[src/design/sldx_pkg.sv]
package sldx_pkg;

  localparam int MAX_FRAME = 256;
  localparam int CNT_W = $clog2(MAX_FRAME + 1);
  localparam int LEN_W = 16;
  localparam int HEAD_N = 4;
  localparam int ACK_N = 9;
  localparam int ACK_IDX_W = $clog2(ACK_N);

  localparam logic [7:0] SYNC_BYTE = 8'hFE;
  localparam logic [7:0] ACK_LEN_HI = 8'h00;
  localparam logic [7:0] ACK_LEN_LO = 8'h05;

  localparam logic KIND_PAYLOAD = 1'b0;
  localparam logic KIND_ACK = 1'b1;

  localparam logic [ACK_IDX_W-1:0] ACK_SYNC0 = ACK_IDX_W'(0);
  localparam logic [ACK_IDX_W-1:0] ACK_SYNC1 = ACK_IDX_W'(1);
  localparam logic [ACK_IDX_W-1:0] ACK_LENH = ACK_IDX_W'(2);
  localparam logic [ACK_IDX_W-1:0] ACK_LENL = ACK_IDX_W'(3);
  localparam logic [ACK_IDX_W-1:0] ACK_H0 = ACK_IDX_W'(4);
  localparam logic [ACK_IDX_W-1:0] ACK_H1 = ACK_IDX_W'(5);
  localparam logic [ACK_IDX_W-1:0] ACK_H2 = ACK_IDX_W'(6);
  localparam logic [ACK_IDX_W-1:0] ACK_H3 = ACK_IDX_W'(7);
  localparam logic [ACK_IDX_W-1:0] ACK_SUM = ACK_IDX_W'(ACK_N - 1);

  typedef enum logic [1:0] {
    ST_ONGOING = 2'd0,
    ST_GOOD    = 2'd1,
    ST_BAD     = 2'd2,
    ST_ABORT   = 2'd3
  } status_t;

  typedef enum logic [1:0] {
    PH_SYNC1   = 2'd0,
    PH_SYNC2   = 2'd1,
    PH_LENGTH  = 2'd2,
    PH_PAYLOAD = 2'd3
  } phase_t;

  typedef struct packed {
    logic                 valid;
    logic [7:0]           data;
    logic [7:0]           index;
    logic                 frame_end;
    status_t              status;
    logic                 ack;
    logic [HEAD_N-1:0][7:0] head;
  } result_t;

endpackage

[src/design/sldx_parser.sv]
module sldx_parser (
  input  logic                clk,
  input  logic                rst,
  input  logic                accept,
  input  logic [7:0]          rx_byte,
  output sldx_pkg::result_t   res
);

  sldx_pkg::phase_t                 phase, phase_next;
  logic [sldx_pkg::CNT_W-1:0]       count, count_next, count_inc;
  logic [sldx_pkg::LEN_W-1:0]       frame_len, frame_len_next;
  logic [7:0]                       check, check_next;
  logic [sldx_pkg::HEAD_N-1:0][7:0] head, head_next;

  always_ff @(posedge clk) begin
    if (rst) begin
      phase     <= sldx_pkg::PH_SYNC1;
      count     <= '0;
      frame_len <= '0;
      check     <= '0;
      head      <= '0;
    end else begin
      phase     <= phase_next;
      count     <= count_next;
      frame_len <= frame_len_next;
      check     <= check_next;
      head      <= head_next;
    end
  end

  assign count_inc = count + sldx_pkg::CNT_W'(1);

  always_comb begin
    phase_next     = phase;
    count_next     = count;
    frame_len_next = frame_len;
    check_next     = check;
    head_next      = head;
    res            = '0;
    res.status     = sldx_pkg::ST_ONGOING;
    if (accept) begin
      unique case (phase)
        sldx_pkg::PH_PAYLOAD: begin
          if (count < sldx_pkg::CNT_W'(sldx_pkg::HEAD_N)) begin
            head_next[count[1:0]] = rx_byte;
          end
          check_next = check ^ rx_byte;
          res.valid  = 1'b1;
          res.data   = rx_byte;
          res.index  = 8'(count);
          if (frame_len <= sldx_pkg::LEN_W'(count_inc)) begin
            phase_next    = sldx_pkg::PH_SYNC1;
            count_next    = '0;
            res.frame_end = 1'b1;
            if (check_next == 8'd0) begin
              res.status = sldx_pkg::ST_GOOD;
              res.ack    = 1'b1;
            end else begin
              res.status = sldx_pkg::ST_BAD;
            end
          end else if (count_inc >= sldx_pkg::CNT_W'(sldx_pkg::MAX_FRAME)) begin
            phase_next     = sldx_pkg::PH_SYNC1;
            count_next     = '0;
            frame_len_next = '0;
            res.frame_end  = 1'b1;
            res.status     = sldx_pkg::ST_ABORT;
          end else begin
            count_next = count_inc;
          end
        end
        sldx_pkg::PH_LENGTH: begin
          frame_len_next = {frame_len[7:0], rx_byte};
          if (count != '0) begin
            head_next  = '0;
            check_next = '0;
            count_next = '0;
            phase_next = sldx_pkg::PH_PAYLOAD;
          end else begin
            count_next = count_inc;
          end
        end
        sldx_pkg::PH_SYNC2: begin
          if (rx_byte == sldx_pkg::SYNC_BYTE) begin
            frame_len_next = '0;
            count_next     = '0;
            phase_next     = sldx_pkg::PH_LENGTH;
          end else begin
            phase_next = sldx_pkg::PH_SYNC1;
          end
        end
        sldx_pkg::PH_SYNC1: begin
          if (rx_byte == sldx_pkg::SYNC_BYTE) begin
            phase_next = sldx_pkg::PH_SYNC2;
          end else begin
            phase_next = sldx_pkg::PH_SYNC1;
          end
        end
        default: begin
          phase_next = sldx_pkg::PH_SYNC1;
        end
      endcase
    end
    res.head = head_next;
  end

endmodule

[src/design/sldx_out.sv]
module sldx_out (
  input  logic              clk,
  input  logic              rst,
  input  sldx_pkg::result_t res,
  output logic              in_ready,
  output logic              out_valid,
  input  logic              out_ready,
  output logic              out_kind,
  output logic [7:0]        out_data,
  output logic [7:0]        out_index,
  output logic              out_end,
  output logic [1:0]        out_status,
  output logic              out_last
);

  logic                            load;
  logic                            ack_active;
  logic [sldx_pkg::ACK_IDX_W-1:0]  ack_idx;
  logic [sldx_pkg::HEAD_N-1:0][7:0] ack_head;
  logic [7:0]                      ack_sum;
  logic [7:0]                      ack_byte;
  logic [7:0]                      h0_inc;

  assign load     = !out_valid || out_ready;
  assign in_ready = !rst && !ack_active && load;
  assign h0_inc   = res.head[0] + 8'd1;

  always_comb begin
    unique case (ack_idx)
      sldx_pkg::ACK_SYNC0: ack_byte = sldx_pkg::SYNC_BYTE;
      sldx_pkg::ACK_SYNC1: ack_byte = sldx_pkg::SYNC_BYTE;
      sldx_pkg::ACK_LENH:  ack_byte = sldx_pkg::ACK_LEN_HI;
      sldx_pkg::ACK_LENL:  ack_byte = sldx_pkg::ACK_LEN_LO;
      sldx_pkg::ACK_H0:    ack_byte = ack_head[0];
      sldx_pkg::ACK_H1:    ack_byte = ack_head[1];
      sldx_pkg::ACK_H2:    ack_byte = ack_head[2];
      sldx_pkg::ACK_H3:    ack_byte = ack_head[3];
      sldx_pkg::ACK_SUM:   ack_byte = ack_sum;
      default:             ack_byte = 8'd0;
    endcase
  end

  always_ff @(posedge clk) begin
    if (rst) begin
      out_valid  <= 1'b0;
      ack_active <= 1'b0;
      ack_idx    <= '0;
    end else if (load) begin
      if (ack_active) begin
        out_valid <= 1'b1;
        ack_idx   <= ack_idx + sldx_pkg::ACK_IDX_W'(1);
        if (ack_idx == sldx_pkg::ACK_SUM) begin
          ack_active <= 1'b0;
        end
      end else if (res.valid) begin
        out_valid  <= 1'b1;
        ack_active <= res.ack;
        ack_idx    <= '0;
      end else begin
        out_valid <= 1'b0;
      end
    end
  end

  // payload of the result register and captured acknowledge bytes
  always_ff @(posedge clk) begin
    if (load) begin
      if (ack_active) begin
        out_kind   <= sldx_pkg::KIND_ACK;
        out_data   <= ack_byte;
        out_index  <= 8'(ack_idx);
        out_end    <= 1'b0;
        out_status <= sldx_pkg::ST_ONGOING;
        out_last   <= (ack_idx == sldx_pkg::ACK_SUM);
      end else if (res.valid) begin
        out_kind   <= sldx_pkg::KIND_PAYLOAD;
        out_data   <= res.data;
        out_index  <= res.index;
        out_end    <= res.frame_end;
        out_status <= res.status;
        out_last   <= !res.ack;
        if (res.ack) begin
          ack_head[0] <= h0_inc;
          ack_head[1] <= res.head[1];
          ack_head[2] <= res.head[2];
          ack_head[3] <= res.head[3];
          ack_sum     <= h0_inc ^ res.head[1] ^ res.head[2] ^ res.head[3];
        end
      end
    end
  end

endmodule

[src/design/sync_length_xor_deframer.sv]
// Byte-stream deframer. Hunts for the sync pair FE FE, reads a two-byte
// big-endian length (0 counts as 1) and passes each payload byte on with its
// index, flagging the last byte with a good or check-failed status from the
// running XOR, or an abort status once MAX_FRAME bytes arrive without the
// frame ending. One input byte is taken per cycle while the output register
// can load and no acknowledge is being sent; each payload byte leaves through
// a single output register in the cycle after it is taken. After a good frame
// the block emits a nine-byte acknowledge (FE FE 00 05, first payload byte
// plus one, payload bytes two to four, their XOR) with s_tready held low.
module sync_length_xor_deframer (
  input  logic        clk,
  input  logic        rst,
  input  logic        s_tvalid,
  output logic        s_tready,
  input  logic [7:0]  s_tdata,   // [7:0] rx_byte
  output logic        m_tvalid,
  input  logic        m_tready,
  output logic [23:0] m_tdata,   // [7:0] data_byte, [15:8] byte_index,
                                 // [16] frame_end, [18:17] frame_status, [23:19] zero
  output logic        m_tuser,   // [0] kind
  output logic        m_tlast    // last
);

  logic              accept;
  sldx_pkg::result_t res;
  logic [7:0]        out_data;
  logic [7:0]        out_index;
  logic              out_end;
  logic [1:0]        out_status;

  assign accept = s_tvalid && s_tready;

  sldx_parser u_parser (
    .clk     (clk),
    .rst     (rst),
    .accept  (accept),
    .rx_byte (s_tdata),
    .res     (res)
  );

  sldx_out u_out (
    .clk        (clk),
    .rst        (rst),
    .res        (res),
    .in_ready   (s_tready),
    .out_valid  (m_tvalid),
    .out_ready  (m_tready),
    .out_kind   (m_tuser),
    .out_data   (out_data),
    .out_index  (out_index),
    .out_end    (out_end),
    .out_status (out_status),
    .out_last   (m_tlast)
  );

  assign m_tdata = {5'd0, out_status, out_end, out_index, out_data};

endmodule
[config.mk]
export PLATFORM = sky130hd
export DESIGN_NAME = sync_length_xor_deframer
export DESIGN_NICKNAME = d
export VERILOG_FILES = /design/src/design/sldx_pkg.sv /design/src/design/sldx_parser.sv /design/src/design/sldx_out.sv /design/src/design/sync_length_xor_deframer.sv
export SDC_FILE = /design/constraint.sdc
export NUM_CORES = 1
export LEC_CHECK = 0
export ABC_AREA = 1
export BUFFER_PORTS_ARGS = -buffer_cell sky130_fd_sc_hd__buf_2
export CAP_MARGIN = 20
export CORE_MARGIN = 2
export CORE_UTILIZATION = 41
export DETAILED_ROUTE_END_ITERATION = 6
export HOLD_SLACK_MARGIN = 0.02
export PLACE_DENSITY = 0.55
export SLEW_MARGIN = 10
export SYNTH_ARGS = -nofsm -noshare
export SYNTH_HDL_FRONTEND = slang
export SYNTH_SLANG_ARGS = --single-unit
export TNS_END_PERCENT = 5
[constraint.sdc]
create_clock -name clk -period 4.03 [get_ports clk]
set_clock_uncertainty 0.05 [all_clocks]
set_input_delay 0.806 -clock clk [delete_from_list [all_inputs] [get_ports clk]]
set_output_delay 0.806 -clock clk [all_outputs]
set_load 0.01 [all_outputs]
# Word level (Yosys, flattened, before mapping)
# Index checks and enable logic that the tools add are counted.
dict set report classes {
  addsub 3
  multipliers 0
  n_div 0
  order_cmp 5
  n_eq_ne 16
  shift 0
  mux 48
  bitwise_logic 5
  reduce_logical 23
}
# cell n
set ops {}
lappend ops {{two-way mux 32 bit} 3}
lappend ops {{case mux 32 bit (2 select lines)} 1}
lappend ops {{case mux 8 bit (7 select lines)} 1}
lappend ops {{two-way mux 16 bit} 3}
lappend ops {{case mux 16 bit (3 select lines)} 1}
lappend ops {{two-way mux 21 bit} 2}
lappend ops {{two-way mux 8 bit} 5}
lappend ops {{two-way mux 9 bit} 4}
lappend ops {{bitwise mux 32 bit} 1}
lappend ops {{XOR 8 bit} 4}
lappend ops {{case mux 9 bit (3 select lines)} 1}
lappend ops {{demux 8 bit (select 2 bit)} 1}
lappend ops {{== test 4 x 3 -> 1 bit (second input constant)} 4}
lappend ops {{less-or-equal comparator 16 x 9 -> 1 bit} 1}
lappend ops {{case mux 8 bit (2 select lines)} 1}
lappend ops {{two-way mux 1 bit} 12}
lappend ops {{two-way mux 2 bit} 6}
lappend ops {{two-way mux 4 bit} 3}
lappend ops {{adder 9 x 1 -> 9 bit (second input constant)} 1}
lappend ops {{>= comparator 9 bit (second input constant)} 1}
lappend ops {{less-than comparator 9 x 3 -> 1 bit (second input constant)} 1}
lappend ops {{AND reduction 3 bit} 3}
lappend ops {{nonzero test 9 bit} 1}
lappend ops {{adder 8 x 1 -> 8 bit (second input constant)} 1}
lappend ops {{other kinds (27)} 38}
dict set report totals {
  reg_bits 134
  latch_bits 0
  ramBits 0
  mem_bits_ro 0
  in_bits 12
  out_inout_bits 28
  elab_cells 123
  mem_count 0
}

# Logic depth before layout (Yosys ltp)
dict set report depth {
  ltp_word 12
  mapped_depth 21
  depth_no_buf 19
}

# By module
# From an unflattened synthesis, not the netlist that was laid out.
dict set report unflattened {
  cells_unflattened 922
  area_unflattened_um2 7179.4
}
# mod n_inst cells_per_inst area_per_inst_um2 seq_area_each_um2
set by_module_without_submodules {}
lappend by_module_without_submodules {sldx_parser 1 549 3746.1 1341.3}
lappend by_module_without_submodules {sldx_out 1 364 3377.0 1951.9}
lappend by_module_without_submodules {sync_length_xor_deframer 1 9 56.3 0.0}

# Least setup slack after synthesis
# Ideal clock, no wire load.
dict set report synth_path {
  kind {reg-to-reg}
  from {register u_parser.count[0] (netlist name)}
  to {register u_out.ack_head[0] (netlist name) (enable)}
  setup_time_ps 394
  t_arrival_ps 3178
  required_ps 3586
  setup_slack_ps 408
  stages_incl_launch_ff 15
  n_path_buf 0
  period_less_slack_ps 3622
  path_cell_list {dfxtp_1 > inv_1 > nor3_1 > nand4_1 > nor2_1 > xor2_1 > ha_1 > a21oi_1 > o21ai_0 > o21bai_1 > nand2_1 > nand3_1 > a21boi_0 > nand2_1 > inv_1}
}
dict set report synth_between {
  elab_chain_cells 6
}
# element line_no
set synth_lines {}
lappend synth_lines {{start, declared} sldx_parser.sv:10} ;# logic [sldx_pkg::CNT_W-1:0] count, count_next, count_inc;
lappend synth_lines {{start signal, assigned} sldx_parser.sv:24} ;# count <= count_next;
lappend synth_lines {{adder 9 x 1 -> 9 bit} sldx_parser.sv:31} ;# assign count_inc = count + sldx_pkg::CNT_W'(1);
lappend synth_lines {{less-or-equal comparator 16 x 9 -> 1 bit} sldx_parser.sv:51} ;# if (frame_len <= sldx_pkg::LEN_W'(count_inc)) begin
lappend synth_lines {{two-way mux 1 bit} sldx_parser.sv:51}
lappend synth_lines {{two-way mux 21 bit} sldx_parser.sv:42} ;# unique case (phase)
lappend synth_lines {{two-way mux 21 bit} sldx_parser.sv:41} ;# if (accept) begin
lappend synth_lines {{AND reduction 4 bit (no source line)} --}
lappend synth_lines {{end, declared} sldx_out.sv:19} ;# logic [sldx_pkg::HEAD_N-1:0][7:0] ack_head;
# Every way passes these cells.
# A chain may end at the register's enable or synchronous reset.

# Worst setup path in the final report
dict set report layout_path {
  from {register u_parser.count[0] (netlist name)}
  to {register u_out.ack_head[27] (netlist name) (enable)}
}
# The elaborated chain is that of the path after synthesis.

==> impl_metrics.toml <==
[outcome]
status = "complete, no violations"

[synth]
synthFlopType = "dfxtp_1"
ys_seq_area_share_pct = 45.5
ys_warn_count = 0
ys_ff_latch = 134
synth_cell_types = 42
syn_area_um2 = 7230
synth-edff-count = 61
syn_avg_cell_area_um2 = 7.62
async_flop_share_pct = 0
netlist_instances = 949

[global_routing]
grt_usage_pct = 21.7
overflow = 0
antenna_found_initial = 0
grt_pass1_wl_um = 29700
grt_pass1_vias = 5303
grt_max_degree = 58

[place]
hpwl_um = 13200
placedCellCount = 1187
place_ws_ns = 0.456
io_buffers = 34
gp_congestion = 0.883

[clock_network]
numCtsBuffers = 17
cts_resized = 0
htreeDepth = 4
root_buffer = "clkbuf_16"
cts_setup_buffers = 0
clk_latency_ns = 0.42
clock-sinks = 134
cts_tree = "built"
clk_path_buf_depth = 2
clk_pin_slew_ns = 0.06
holdBufCountCts = 0

[layout]
postLayoutCoreUtil_pct = 47.5
antenna_cells = 0
regArea_um2 = 3290
final_cell_count_no_fill = 1219
multi_input_area_um2 = 3150
area_growth_pct = 13.6
finalNetCount = 1016
fillers = 1722
drive_gt1_share_pct = 12.0

[job]
cap_violations = 0

[sta]
slew_violations = 0
post-route-min-period_ns = 3.58
worst_slew_margin_rel_pct = 36.8
totalNegativeSetupSlack_ns = 0
fin_crit_sh_pct = 88.9
max_freq_ghz = 0.279
tightest_slew_ns = 0.947
layout_setup_ws_ns = 0.447
rsz0062_at_grt = "no"
hold_violations = 0
setup_viol = 0

[pwr]
leakagePower_nw = 3.50
p_per_area_nw_per_um2 = 381
p_clk_share_pct = 53.0
netSwitchingFraction_pct = 20.8
peakVddDrop_mv = 0.294
power_frac_comb_pct = 2.0
power.internal_mw = 2.48
p_sw_uw = 651
p_total_mw = 3.13
power_frac_seq_pct = 45.0

[routing]
drtIter0Drc = 437
drc = 0
drtPass1Iterations = 5
wl_um = 19300
ant_nets = 0
routedWlPerCell_um = 15.8
vias = 6039
via_per_inst = 4.95

[setup_path]
max_stage_delay_ns = 0.41
worstSetupPathType = "flip-flop to flip-flop"
critical_path.endpoint_type = "flip-flop"
rrSetupSlack_ns = 0.45
crit_fanout = 40
required_ns = 4.09
worst_setup_path_start_kind = "flip-flop"
worstPathArrival_ns = 3.64
path_cells = "inv_1 -> nor3_1 -> nand4_1 -> nor2_1 -> xor2_1 -> ha_1 -> a21oi_1 -> o21ai_0 -> o21bai_1 -> nand2_1 -> nand3_1 -> a21boi_0 -> nand2_1 -> inv_1 -> buf_12"
crit_slowest_cell = "dfxtp_1"

[floorplan]
dieHeight_um = 137
start_util_pct = 41.8
die_area_um2 = 18700
core_um2 = 17300
ioPinCount = 40
placementRows = 48
die_width_um = 137

[min_path]
hp-class = "flip-flop to flip-flop"
## registers in the layout, indices dropped and copies added (netlist names), 4 cells and up
register,flops
u_out.ack_head,32
u_out.ack_idx,4
u_out.ack_sum,8
u_out.out_data,8
u_out.out_index,8
u_parser.check,8
u_parser.count,9
u_parser.frame_len,16
u_parser.head,32
## routing by layer
metal	part of all wire, %	vias up	global-route usage [%]	wire, µm
li1	-	3100	-	-
met1	50	2761	31.9	9630
met2	42	162	31.3	8160
met3	6.8	16	5.96	1320
met4	1.1	0	5.38	206
met5	0	-	0	0
## cell usage after synthesis, types with 2 or more instances
| cell | number | area (µm²) |
|---|---|---|
| nand3_1 | 92 | 460 |
| o21ai_2 | 2 | 17.5 |
| buf_4 | 8 | 60.1 |
| nor4_1 | 2 | 12.5 |
| nor2_1 | 93 | 349 |
| o22ai_1 | 15 | 93.8 |
| o21ai_0 | 17 | 85.1 |
| nand2_1 | 243 | 912 |
| ha_1 | 23 | 288 |
| o2bb2ai_1 | 2 | 17.5 |
| edfxtp_1 | 61 | 1830 |
| a21boi_0 | 2 | 15.0 |
| buf_2 | 10 | 50.1 |
| nand4_1 | 16 | 100 |
| nand2_2 | 18 | 113 |
| dfxtp_1 | 73 | 1460 |
| xor2_1 | 8 | 70.1 |
| nor2_2 | 8 | 50.1 |
| a21oi_1 | 46 | 230 |
| buf_6 | 6 | 67.6 |
| clkinv_1 | 2 | 7.51 |
| o21ai_1 | 11 | 55.1 |
| inv_2 | 4 | 15.0 |
| buf_1 | 2 | 7.51 |
| a2111oi_0 | 3 | 26.3 |
| nor3_1 | 6 | 30.0 |
| clkbuf_1 | 13 | 48.8 |
| inv_1 | 141 | 529 |
| o21bai_1 | 2 | 15.0 |
| xnor2_1 | 7 | 61.3 |
| nor2_8 | 2 | 40.0 |
## worst paths after layout
path	depth (start not counted)	startpoint	endpoint
setup / recovery	15	u_parser.count[0]	u_out.ack_head[27]
hold / removal	2	u_parser.check[3]	u_parser.check[3]
setup reg to reg	15	u_parser.count[0]	u_out.ack_head[27]
hold reg to reg	2	u_parser.check[3]	u_parser.check[3]
## worst max-delay path: cells and delay by family (launching register included)
family,cells,cell delay (ns)
compound gates,4,0.73
xor+xnor,1,0.21
fa+ha+maj,1,0.29
buf+inv,3,0.50
flops,1,0.41
simple gates,6,1.06
## power groups by stage
stage                     Clock [mW]  Sequential (mW)  Combinational (mW)
final                           1.66             1.41              0.0619
after global routing            1.74             1.41              0.0674
after CTS                       1.69             1.41              0.0625
after detailed placement           0             1.44              0.0621
after global placement             0             1.44              0.0624
after floorplan                    0             1.44              0.0364
## stage by stage
stage          hold WS (ns)  instance area, µm²
2_1_floorplan         0.381                7250
3_5_place_dp          0.419                7570
3_3_place_gp          0.410                7570
4_1_cts               0.427                8210
6_report              0.423                8210
5_1_grt               0.443                8210
## logic make-up (layout without fill, tap and decap cells)
| group | Yosys count | count (layout) | synth area share [%] |
|---|---|---|---|
| simple gates | 485 | 485 | 29.3 |
| buf+inv | 187 | 228 | 11.1 |
| flops | 134 | 134 | 45.5 |
| compound gates | 104 | 104 | 8.22 |
| fa+ha+maj | 23 | 23 | 3.98 |
| xor+xnor | 15 | 15 | 1.82 |
| other cells | 1 | 5 | 0.0519 |
## layout make-up
cell class / count / area share [%]
clock inverter: 9 / 1.31
sequential: 134 / 40.1
multi-input combinational: 632 / 38.4
inverter: 147 / 6.72
timing repair buffer: 49 / 3.59
clock buffer: 23 / 6.47
tap: 225 / 3.43
## cell usage in the layout (no fill, tap or decap), drive strengths merged, types with 3 or more instances in the layout
master   count
o21ai       30
ha          23
nand4       16
buf         49
clkbuf      23
edfxtp      61
xnor2        7
xor2         8
a2111oi      3
dfxtp       73
nor2       103
clkinv       6
nand2      262
o22ai       16
nor3         6
nand3       94
inv        147
a21oi       47
conb         5
Power figures use the tool's default switching activity.
